==> src/sv/eom_pkg.sv <==
package eom_pkg;
	localparam int MaxExtentsDefault = 16;
	localparam int QueueDepth = 2;

	typedef enum logic [1:0] {
		PIECE_NEW   = 2'd0,
		PIECE_AVAIL = 2'd1,
		PIECE_FULL  = 2'd2
	} piece_kind_t;

	typedef enum logic {
		CMD_ADD   = 1'b0,
		CMD_CLEAR = 1'b1
	} cmd_kind_t;

	typedef struct packed {
		logic        kind;
		logic [31:0] device;
		logic [63:0] phys_start;
		logic [63:0] logical_start;
		logic [63:0] extent_length;
		logic [31:0] file_id;
	} in_item_t;

	typedef struct packed {
		logic [1:0]  piece_kind;
		logic [63:0] piece_logical;
		logic [63:0] piece_length;
		logic [31:0] source_file;
		logic [63:0] source_logical;
		logic        last_piece;
	} out_item_t;

	typedef struct packed {
		logic        clear;
		logic [31:0] device;
		logic [63:0] phys;
		logic [63:0] logical;
		logic [63:0] length;
		logic [31:0] file;
	} cmd_t;

	typedef enum logic [3:0] {
		ST_IDLE,
		ST_LO,
		ST_HI,
		ST_BS,
		ST_WALK,
		ST_GAP,
		ST_COVER,
		ST_TAIL,
		ST_SHIFT,
		ST_PUT,
		ST_EMIT
	} state_t;
endpackage

==> src/sv/eom_in_if.sv <==
interface eom_in_if;
	logic              valid;
	logic              ready;
	eom_pkg::in_item_t data;
	modport source(output valid, output data, input ready);
	modport sink(input valid, input data, output ready);
endinterface

==> src/sv/eom_front.sv <==
module eom_front (
	input  logic              clk,
	input  logic              arst_n,
	eom_in_if.sink            in_ch,
	output logic              cmd_valid,
	input  logic              cmd_ready,
	output eom_pkg::cmd_t     cmd
);
	localparam int AW = $clog2(eom_pkg::QueueDepth);

	eom_pkg::cmd_t          fifo_q [eom_pkg::QueueDepth];
	logic [AW-1:0]          wr_q;
	logic [AW-1:0]          rd_q;
	logic [AW:0]            cnt_q;
	logic                   push;
	logic                   pop;
	logic                   drop;

	// Zero-length adds do nothing and are dropped here.
	assign drop = (in_ch.data.kind == eom_pkg::CMD_ADD) && (in_ch.data.extent_length == '0);
	assign in_ch.ready = (cnt_q != (AW+1)'(eom_pkg::QueueDepth));
	assign push = in_ch.valid && in_ch.ready && !drop;
	assign pop = cmd_valid && cmd_ready;
	assign cmd_valid = (cnt_q != '0);
	assign cmd = fifo_q[rd_q];

	always_ff @(posedge clk or negedge arst_n) begin
		if (!arst_n) begin
			wr_q <= '0;
			rd_q <= '0;
			cnt_q <= '0;
		end else begin
			if (push) wr_q <= (wr_q == AW'(eom_pkg::QueueDepth-1)) ? '0 : wr_q + 1'b1;
			if (pop) rd_q <= (rd_q == AW'(eom_pkg::QueueDepth-1)) ? '0 : rd_q + 1'b1;
			cnt_q <= cnt_q + (AW+1)'(push) - (AW+1)'(pop);
		end
	end

	always_ff @(posedge clk) begin
		if (push) begin
			fifo_q[wr_q].clear <= in_ch.data.kind;
			fifo_q[wr_q].device <= in_ch.data.device;
			fifo_q[wr_q].phys <= in_ch.data.phys_start;
			fifo_q[wr_q].logical <= in_ch.data.logical_start;
			fifo_q[wr_q].length <= in_ch.data.extent_length;
			fifo_q[wr_q].file <= in_ch.data.file_id;
		end
	end
endmodule

==> src/flat_wrapper.sv <==
// flat-port wrapper written by rule: the top's interface ports become plain ports
module eom_front_flat 
  (clk, arst_n, cmd_valid, cmd_ready, cmd, in_ch_valid, in_ch_data, in_ch_ready);
  eom_in_if in_ch_i ();
  input  logic clk;
  input  logic arst_n;
  output logic cmd_valid;
  input  logic cmd_ready;
  output eom_pkg::cmd_t cmd;
  input wire logic [$bits(in_ch_i.valid)-1:0] in_ch_valid;
  input wire logic [$bits(in_ch_i.data)-1:0] in_ch_data;
  output wire logic [$bits(in_ch_i.ready)-1:0] in_ch_ready;
  assign in_ch_i.valid = in_ch_valid;
  assign in_ch_i.data = in_ch_data;
  assign in_ch_ready = in_ch_i.ready;
  eom_front u_core (.clk(clk), .arst_n(arst_n), .in_ch(in_ch_i), .cmd_valid(cmd_valid), .cmd_ready(cmd_ready), .cmd(cmd));
endmodule
==> config.mk <==
export PLATFORM = sky130hd
export DESIGN_NAME = eom_front_flat
export DESIGN_NICKNAME = d
export VERILOG_FILES = /design/src/sv/eom_pkg.sv /design/src/sv/eom_in_if.sv /design/src/sv/eom_front.sv /design/src/flat_wrapper.sv
export SDC_FILE = /design/constraint.sdc
export NUM_CORES = 1
export LEC_CHECK = 0
export ABC_AREA = 1
export BUFFER_PORTS_ARGS = -buffer_cell sky130_fd_sc_hd__buf_2
export CAP_MARGIN = 20
export CELL_PAD_IN_SITES_DETAIL_PLACEMENT = 1
export CELL_PAD_IN_SITES_GLOBAL_PLACEMENT = 2
export CORE_MARGIN = 3
export CORE_UTILIZATION = 31
export CTS_CLUSTER_SIZE = 24
export DETAILED_ROUTE_END_ITERATION = 10
export HOLD_SLACK_MARGIN = 0.03
export PLACE_DENSITY = 0.82
export SLEW_MARGIN = 20
export SYNTH_ARGS = -nofsm -noshare
export SYNTH_HDL_FRONTEND = slang
export SYNTH_SLANG_ARGS = --single-unit
==> constraint.sdc <==
create_clock -name clk -period 11.85 [get_ports clk]
set_input_delay 0.5925 -clock clk [delete_from_list [all_inputs] [get_ports clk]]
set_output_delay 0.5925 -clock clk [all_outputs]
set_load 0.01 [all_outputs]
# Word-level counts from Yosys, hierarchy flattened
# Memory sizes are Yosys's and may differ from the RTL's.
# Index checks and enable logic that the tools add are counted.
[totals]
mem_bits_rw = 514
rom_bits = 0
reg_bits = 4
output_inout_bits = 259
memories = 1
inputBits = 261
latchBits = 0
wordCells = 21
[op_classes]
n_eq_ne = 1
add_sub_neg = 4
bitwise_logic = 1
n_div = 0
reduce_logical = 7
mux = 4
n_shift = 0
n_lt_le_gt_ge = 0
n_mul = 0
[memory_table]
columns = ["memory", "depth", "word_bits", "read_ports", "rd_ports_with_merged_regs", "wr", "line", "rtl"]
rows = [
  ["u_core.fifo_q", 2, 257, 1, 0, 1, "eom_front.sv:11", "eom_pkg::cmd_t fifo_q [eom_pkg::QueueDepth];"],
]
[op_table]
columns = ["op", "n"]
rows = [
  ["$logic_not 64->1", 1],
  ["$logic_and 1x1->1", 4],
  ["$mux 1", 4],
  ["$add 1x1->1 const B", 2],
  ["$add 2x1->2", 1],
  ["$ne 2x2->1 const B", 1],
  ["$reduce_bool 2->1", 1],
  ["$sub 2x1->2", 1],
  ["$logic_not 1->1", 1],
  ["$not 1->1", 1],
]

# Longest topological paths before layout
# Gate-level depths: netlist of run 1.
[logic_depth]
word_depth = 6
depth_mapped = 10

# Worst setup path after synthesis of run 1
# OpenSTA, ideal clock, no wires.
[synth_path]
path_type = "input-to-reg"
from = "input port in_ch_data[88]"
to = "memory u_core.fifo_q[1][0] (netlist name), enable pin"
arrival_ns = 11.643
setup_time_ns = 0.879
slack_ns = -0.672
path_buffers = 0
path_stages = 7
t_required_ns = 10.971
path_cell_list = "nor2_1 -> and2_0 -> nand2_1 -> nor2_2 -> nand3_2 -> nand2_2 -> nor2_1"
[synth_via]
elab_chain_len = 6
[synth_lines]
columns = ["item", "line", "rtl"]
rows = [
  ["from (decl)", "flat_wrapper.sv:11", "input wire logic [$bits(in_ch_i.data)-1:0] in_ch_data;"],
  ["$logic_not 64->1", "eom_front.sv:20", "assign drop = (in_ch.data.kind == eom_pkg::CMD_ADD) && (in_ch.data.extent_length == '0);"],
  ["$logic_and 1x1->1", "eom_front.sv:20", ""],
  ["$logic_not 1->1", "eom_front.sv:22", "assign push = in_ch.valid && in_ch.ready && !drop;"],
  ["$logic_and 1x1->1", "eom_front.sv:22", ""],
  ["$mux 1", "eom_front.sv:40", "if (push) begin"],
  ["$mux 1 (not written as such)", "eom_front.sv:46", "fifo_q[wr_q].file <= in_ch.data.file_id;"],
  ["to (decl)", "eom_front.sv:11", ""],
]
# No other way between the ends.

==> flow_summary.yaml, run 1 <==
grt:
  met3_usage: 0.04966
  busiest_layer: "met2"
  antenna_found_initial: 24
  grtUsageTotal: 0.1561
  grt_overflow: 0
  grt_use_met1: 0.1746
  grt_pass1_vias: 13220
  grt_pass1_wl_mm: 77.25
  grt_use_met2: 0.2792
  grt_start_max_net_pins: 138
finish:
  num-fill-cells: 6572
  seq_area_sq_um: 15540
  multiInputGateArea_sq_um: 3237
  area_growth_pct: 27.40
  nets: 2218
  drive_gt1_frac: 0.3082
  fin_cells: 2798
  layout_commonest_cell: "nand2_1"
  layout_common_cells: "nand2_1 (786), buf_2 (519), edfxtp_1 (514)"
sta:
  skew_ns: 0.02053
  setup_viol: 0
  worst_pin_slew_ns: 1.079
  relSlewSlack: 0.2810
  post-route-period-util: 0.3377
  min_period_ns: 4.001
  fmax_mhz: 249.9
  setup_ws_ns: 7.849
  tns_ns: 0
  rsz0062_at_grt: "no"
  slew_viol_final: 0
  hold_viol_final: 0
power_and_ir_drop:
  intPower_mw: 4.101
  power_mw: 6.284
  power_frac_clock: 0.273
  combPwrFrac: 0.308
  p_per_area_nw_per_um2: 258.2
  p_sw_mw: 2.183
  p_sw_frac: 0.3474
  power_leakage_nw: 10.28
  ir_drop_uv: 147.5
  power.share.sequential: 0.419
floorplanning:
  dieHeight_um: 254.2
  die_x_um: 254.2
  core.rowCount: 90
  initial_core_util: 0.3147
  die_area_sq_um: 64640
  core-area_sq_um: 60700
  io_pins: 520
clock_network:
  cts_made_buffers: 55
  cts_setup_buffers: 0
  clk_path_buf_depth: 3
  h-tree-depth: 2
  clk_latency_ns: 0.59
  cts_tree: "done"
  cts_resized: 0
  cts.hold.buffers_added: 1
  clkTransAtPathRegs_ns: 0.06
  cts.sinks: 518
  cts_root_buf: "clkbuf_16"
setup_path:
  max_stage_delay_ns: 0.90
  cp_max_fo: 78
  r2r_end: "u_core.fifo_q[1][233]$_DFFE_PP_"
  crit_path_end_kind: "output port"
  worstPathRequired_ns: 11.26
  worstPathCellList: "buf_4 > buf_4 > nand2_1 > nand2_1 > buf_2"
  cp_slowest_cell: "dfrtp_4"
  crit_arrival_ns: 3.41
  r2r-start: "u_core.cnt_q[1]$_DFF_PN0_"
  crit_buf_inv: 3
  crit_type: "flip-flop to output port"
  r2r_slack_ns: 8.74
  cpLargestDelayFamily: "buffers and inverters"
  worstSetupStartpointType: "flip-flop"
  reg2regPathDepth: 5
synthesis:
  ys.warnings.count: 0
  yosysSeqAreaShare: 0.8132
  ys_seq_elements: 518
  yosysUniqueCellTypes: 20
  netlist_area_sq_um: 19100
  synth_nets: 1688
  syn_avg_cell_area_sq_um: 13.41
  syn_inst: 1425
place:
  dpl.hpwl_mm: 35.73
  numPortBuffers: 519
  dp_cells: 2679
  dpl_worst_slack_ns: 8.254
  gp_congestion: 0.7715
run_status:
  status: "complete, no violations"
hold_path:
  hold_start: "in_ch_data[26]"
  holdPathStages: 1
  whs_endpoint: "u_core.fifo_q[0][26]$_DFFE_PP_"
  hold_class: "input pin to flip-flop"
drt:
  routed_wirelength_mm: 52.89
  firstDrtPassIters: 5
  wl_per_cell_um: 18.90
  drc: 0
  vias_per_cell: 4.452
  vias: 12460
  ant_nets: 0
  drt_iter0_markers: 552
run:
  cap_viol_max_count: 0
-- worst reg2reg max path: cells and delay by family (launching register included) --
kind | cells | cell delay (ns)
simple gates | 2 | 0.27
buf+inv | 2 | 1.65
compound gates | 1 | 0.36
flops | 1 | 0.42
-- logic make-up (layout without fill, tap and decap cells) --
logic type	after synthesis	count (layout)	synth area share
flip-flops	518	518	0.8132
buffers and inverters	65	639	0.01775
other	0	17	0
AND/OR/NAND/NOR	836	836	0.1660
adder cells (fa/ha/maj)	2	2	0.001310
XOR/XNOR	3	3	0.001376
AO/OA/AOI/OAI	1	1	0.0003931
-- synthesized netlist by cell type, drive strengths merged --
cell	instances	area [sq um]
a21boi	1	7.510
and2	1	6.260
buf	52	290.3
clkbuf	5	18.77
dfrtp	4	100.1
edfxtp	514	15430
ha	2	25.02
inv	8	30.03
nand2	788	2963
nand3	2	15.01
nand4	3	18.77
nor2	40	155.1
or2	2	12.51
xnor2	2	17.52
xor2	1	8.760
-- layer usage --
| metal | part of all wire | vias to the layer above |
|---|---|---|
| met5 | 0.0016 | - |
| met4 | 0.030 | 14 |
| met1 | 0.38 | 6081 |
| li1 | - | 5896 |
| met2 | 0.52 | 365 |
| met3 | 0.072 | 101 |
-- how the worst max path moves through the flow --
stage | from | to | depth (start not counted)
after floorplan | in_ch_data[88] | u_core.fifo_q[1][0]$_DFFE_PP_ | 7
after global placement | in_ch_data[56] | u_core.fifo_q[1][121]$_DFFE_PP_ | 11
after detailed placement | in_ch_data[59] | u_core.fifo_q[1][115]$_DFFE_PP_ | 11
after CTS | u_core.rd_q$_DFFE_PN0P_ | cmd[164] | 5
after global routing | u_core.rd_q$_DFFE_PN0P_ | cmd[188] | 5
final | u_core.rd_q$_DFFE_PN0P_ | cmd[188] | 5
-- area by class of cell --
class	instances	share of cell area
Sequential cell	518	0.6385
Clock buffer	70	0.05974
Clock inverter	31	0.01409
Multi-Input combinational cell	842	0.1330
Inverter	8	0.001851
Antenna cell	17	0.001748
Timing Repair Buffer	530	0.1109
Tap cell	782	0.04020
-- power by group through the flow --
stage / sequential (mW) / clock [mW] / combinational [mW]
2_1_floorplan: 2.71 / 0 / 1.11
3_3_place_gp: 2.65 / 0 / 1.96
3_5_place_dp: 2.68 / 0 / 1.99
4_1_cts: 2.64 / 1.77 / 2.00
5_1_grt: 2.67 / 1.84 / 2.16
6_report: 2.63 / 1.71 / 1.94
-- flip-flops by register name, indices dropped and copies added (netlist names) --
| register | count |
|---|---|
| u_core.cnt_q | 2 |
| u_core.fifo_q | 514 |
| u_core.rd_q | 1 |
| u_core.wr_q | 1 |
-- stage by stage --
| stage | utilization | hold slack [ns] | cell area (sq um) |
|---|---|---|---|
| after floorplan | - | 0.2969 | 19110 |
| after global placement | 0.3704 | 0.4062 | 22480 |
| after detailed placement | 0.3704 | 0.4112 | 22480 |
| after CTS | 0.4002 | 0.1211 | 24290 |
| after global routing | 0.4007 | 0.1391 | 24320 |
| final | 0.4010 | 0.1839 | 24340 |
(Power assumes the default switching activity.)
==> run 2: changes to the inputs <==
ABC_AREA = 0   (was 1)
CORE_UTILIZATION = 34   (was 31)
clock period = 3.2 ns   (was 11.85 ns; I/O delays follow)
==> run 2 against run 1 <==
Against the previous run: via count decreased by 9.0%; global-route usage is 3.0 points higher; routed wire length rose by 5.6%; clock skew is 0.0098 ns higher; power rose to 3.7 times the previous value; final cell count down 12%; synthesized cell count down 41%; sequential cell count did not move; utilization up 9.5 points; setup slack lost 7.2 ns; critical path type unchanged; critical endpoint is now cmd[256]; largest cell class unchanged.
==> flow_summary.yaml, run 2 <==
clock_network:
  cts_made_buffers: 54
  cts_root_buf: "clkbuf_16"
  cts.sinks: 518
  cts_tree: "done"
  clk_latency_ns: 0.58
  clk_path_buf_depth: 3
  cts_setup_buffers: 0
  h-tree-depth: 2
  clkTransAtPathRegs_ns: 0.06
setup_path:
  startpoint: "u_core.rd_q$_DFFE_PN0P_"
  worstPathRequired_ns: 3.04
  crit_type: "flip-flop to output port"
  r2r-start: "u_core.cnt_q[0]$_DFF_PN0_"
  cp_slowest_cell: "dfrtp_4"
  cp_max_fo: 67
  worstSetupStartpointType: "flip-flop"
  cpLargestDelayFamily: "flip-flops"
  max_stage_delay_ns: 0.73
  worstPathCellList: "buf_12 > mux2_2 > buf_2"
  crit_buf_inv: 2
  crit_arrival_ns: 2.37
  crit_path_end_kind: "output port"
sta:
  post-route-period-util: 0.7908
  fmax_mhz: 395.2
  hold_viol_final: 0
  tns_ns: 0
  setup_viol: 0
  setup_ws_ns: 0.6694
  hold_ws_ns: 0.3068
  rsz0062_at_grt: "no"
  relSlewSlack: 0.5115
  min_period_ns: 2.531
  worst_pin_slew_ns: 0.7261
  slew_viol_final: 0
  skew_ns: 0.03033
grt:
  grt_overflow: 0
  antenna_found_initial: 2
  grt_pass1_wl_mm: 82.94
  grtUsageTotal: 0.1857
  grt_pass1_vias: 13040
  grt_start_max_net_pins: 99
drt:
  drt_iter0_markers: 526
  wl_per_cell_um: 22.73
  drc: 0
  firstDrtPassIters: 5
  vias_per_cell: 4.614
  vias: 11330
  ant_nets: 0
  routed_wirelength_mm: 55.84
synthesis:
  ys.warnings.count: 0
  synth_edf_count: 514
  yosysTopAreaCell: "edfxtp_1"
  async_flop_share: 0.007722
  syn_avg_cell_area_sq_um: 22.40
  synthTopCellsByArea: "edfxtp_1 (82%), mux2_2 (15%), buf_4 (0.83%)"
  synth_top_cell_area_share: 0.8173
  synth_most_common_cell: "edfxtp_1"
  yosysUniqueCellTypes: 21
  syn_inst: 843
  netlist_area_sq_um: 18890
  synthTopCellsByCount: "edfxtp_1 (514), mux2_2 (257), buf_4 (21)"
  ys_seq_elements: 518
  synth_ff_type: "edfxtp_1"
  yosysSeqAreaShare: 0.8226
  synth_nets: 1106
hold_path:
  hold_start: "in_ch_data[110]"
  hold_class: "input pin to flip-flop"
run:
  cap_viol_max_count: 0
floorplanning:
  die_area_sq_um: 58410
  core.rowCount: 85
  die_x_um: 241.7
  core-area_sq_um: 54350
  dieHeight_um: 241.7
  initial_core_util: 0.3475
  io_pins: 520
finish:
  drive_gt1_frac: 0.5166
  nets: 1938
  reg_top3: "u_core.fifo_q x514, u_core.cnt_q x2"
  layout_common_cells: "buf_2 (519), edfxtp_1 (514), dlygate4sd3_1 (261)"
  fin_util: 0.4962
  layout_commonest_cell: "buf_2"
  largest_register_ffs: 514
  area_growth_pct: 42.80
  regMostFlops: "u_core.fifo_q"
place:
  dpl.hpwl_mm: 33.59
  gp_congestion: 0.7827
  numPortBuffers: 519
  dpl_worst_slack_ns: 0.6339
power_and_ir_drop:
  power_leakage_nw: 10.08
  power_mw: 23.38
  ir_drop_uv: 536.6
  p_per_area_nw_per_um2: 867.0
run_status:
  status: "complete, no violations"
-- run 2: cell types whose count changed in the layout (fill, tap and decap cells not counted), sizes merged, moves of 7 or more --
| cell | previous run | this run |
|---|---|---|
| nand2 | 788 | 3 |
| dlygate4sd3 | 1 | 261 |
| mux2 | 0 | 257 |
| nor2 | 40 | 2 |
| buf | 529 | 544 |
| diode | 17 | 2 |
| nor4 | 0 | 15 |
| inv | 10 | 3 |
-- run 2: per-stage QoR --
stage,cell area (sq um),std cells
finish,26970,2456
global route,26970,2456
CTS,26960,2454
detailed placement,22510,2097
global placement,22510,2097
floorplan,18900,843
-- run 2: power by group --
part	switching (mW)	total, mW	internal, mW
combinational	3.98	7.08	3.11
clock	2.60	6.57	3.96
sequential	0.462	9.73	9.27
-- run 2: area by class of cell --
type / count / area, sq um
flip-flops and latches: 518 / 15540
fillers: 5203 / 27380
well taps: 739 / 924.6
clock inverters: 27 / 365.4
clock buffers: 69 / 1471
diodes: 2 / 5.005
multi-input cells: 294 / 3158
inverters: 2 / 7.507
repair buffers: 805 / 5498
-- run 2: worst register-to-register path, cell delays in order, from the launching register on --
cell and delay (ns):
dfrtp_1 0.36, inv_1 0.07, nand2_2 0.08, nand2_1 0.09, a21oi_2 0.21, and2_4 0.65
buf_12 0.39
-- run 2: kinds of logic (layout without fill, tap and decap cells) --
logic type / Yosys count / count (layout) / synth area share
other: 0 / 2 / 0
xor gates and xnor gates: 4 / 4 / 0.001855
DFF: 518 / 518 / 0.8226
AOI/OAI and AO/OA: 1 / 1 / 0.0004638
buffers and inverters: 31 / 903 / 0.01087
and+or+nand+nor: 30 / 30 / 0.009672
adders and majority gates: 2 / 2 / 0.001325
muxes: 257 / 257 / 0.1532
-- run 2: what timing repair did --
action | 4_1_cts | 5_1_grt
hold buffers | 261 | 0
resized for setup | 0 | 0
endpoints found under the hold margin | 520 | 0
-- run 2: worst paths after layout --
check                                                   to  slack, ns  cells after the start
setup / recovery                                  cmd[256]       0.67                      3
hold / removal             u_core.fifo_q[0][110]$_DFFE_PP_       0.31                      2
setup reg to reg           u_core.fifo_q[1][128]$_DFFE_PP_       0.88                      6
hold reg to reg                  u_core.cnt_q[1]$_DFF_PN0_       0.51                      1
max in group asynchronous          u_core.rd_q$_DFFE_PN0P_       2.47                      3
min in group asynchronous        u_core.cnt_q[0]$_DFF_PN0_       0.53                      3
-- run 2: routing by layer --
layer	vias up	global-route usage	part of all wire
met3	107	0.04376	0.059
li1	5064	-	-
met4	0	0.06117	0.031
met1	5742	0.2044	0.36
met5	-	0	0
met2	420	0.3506	0.55
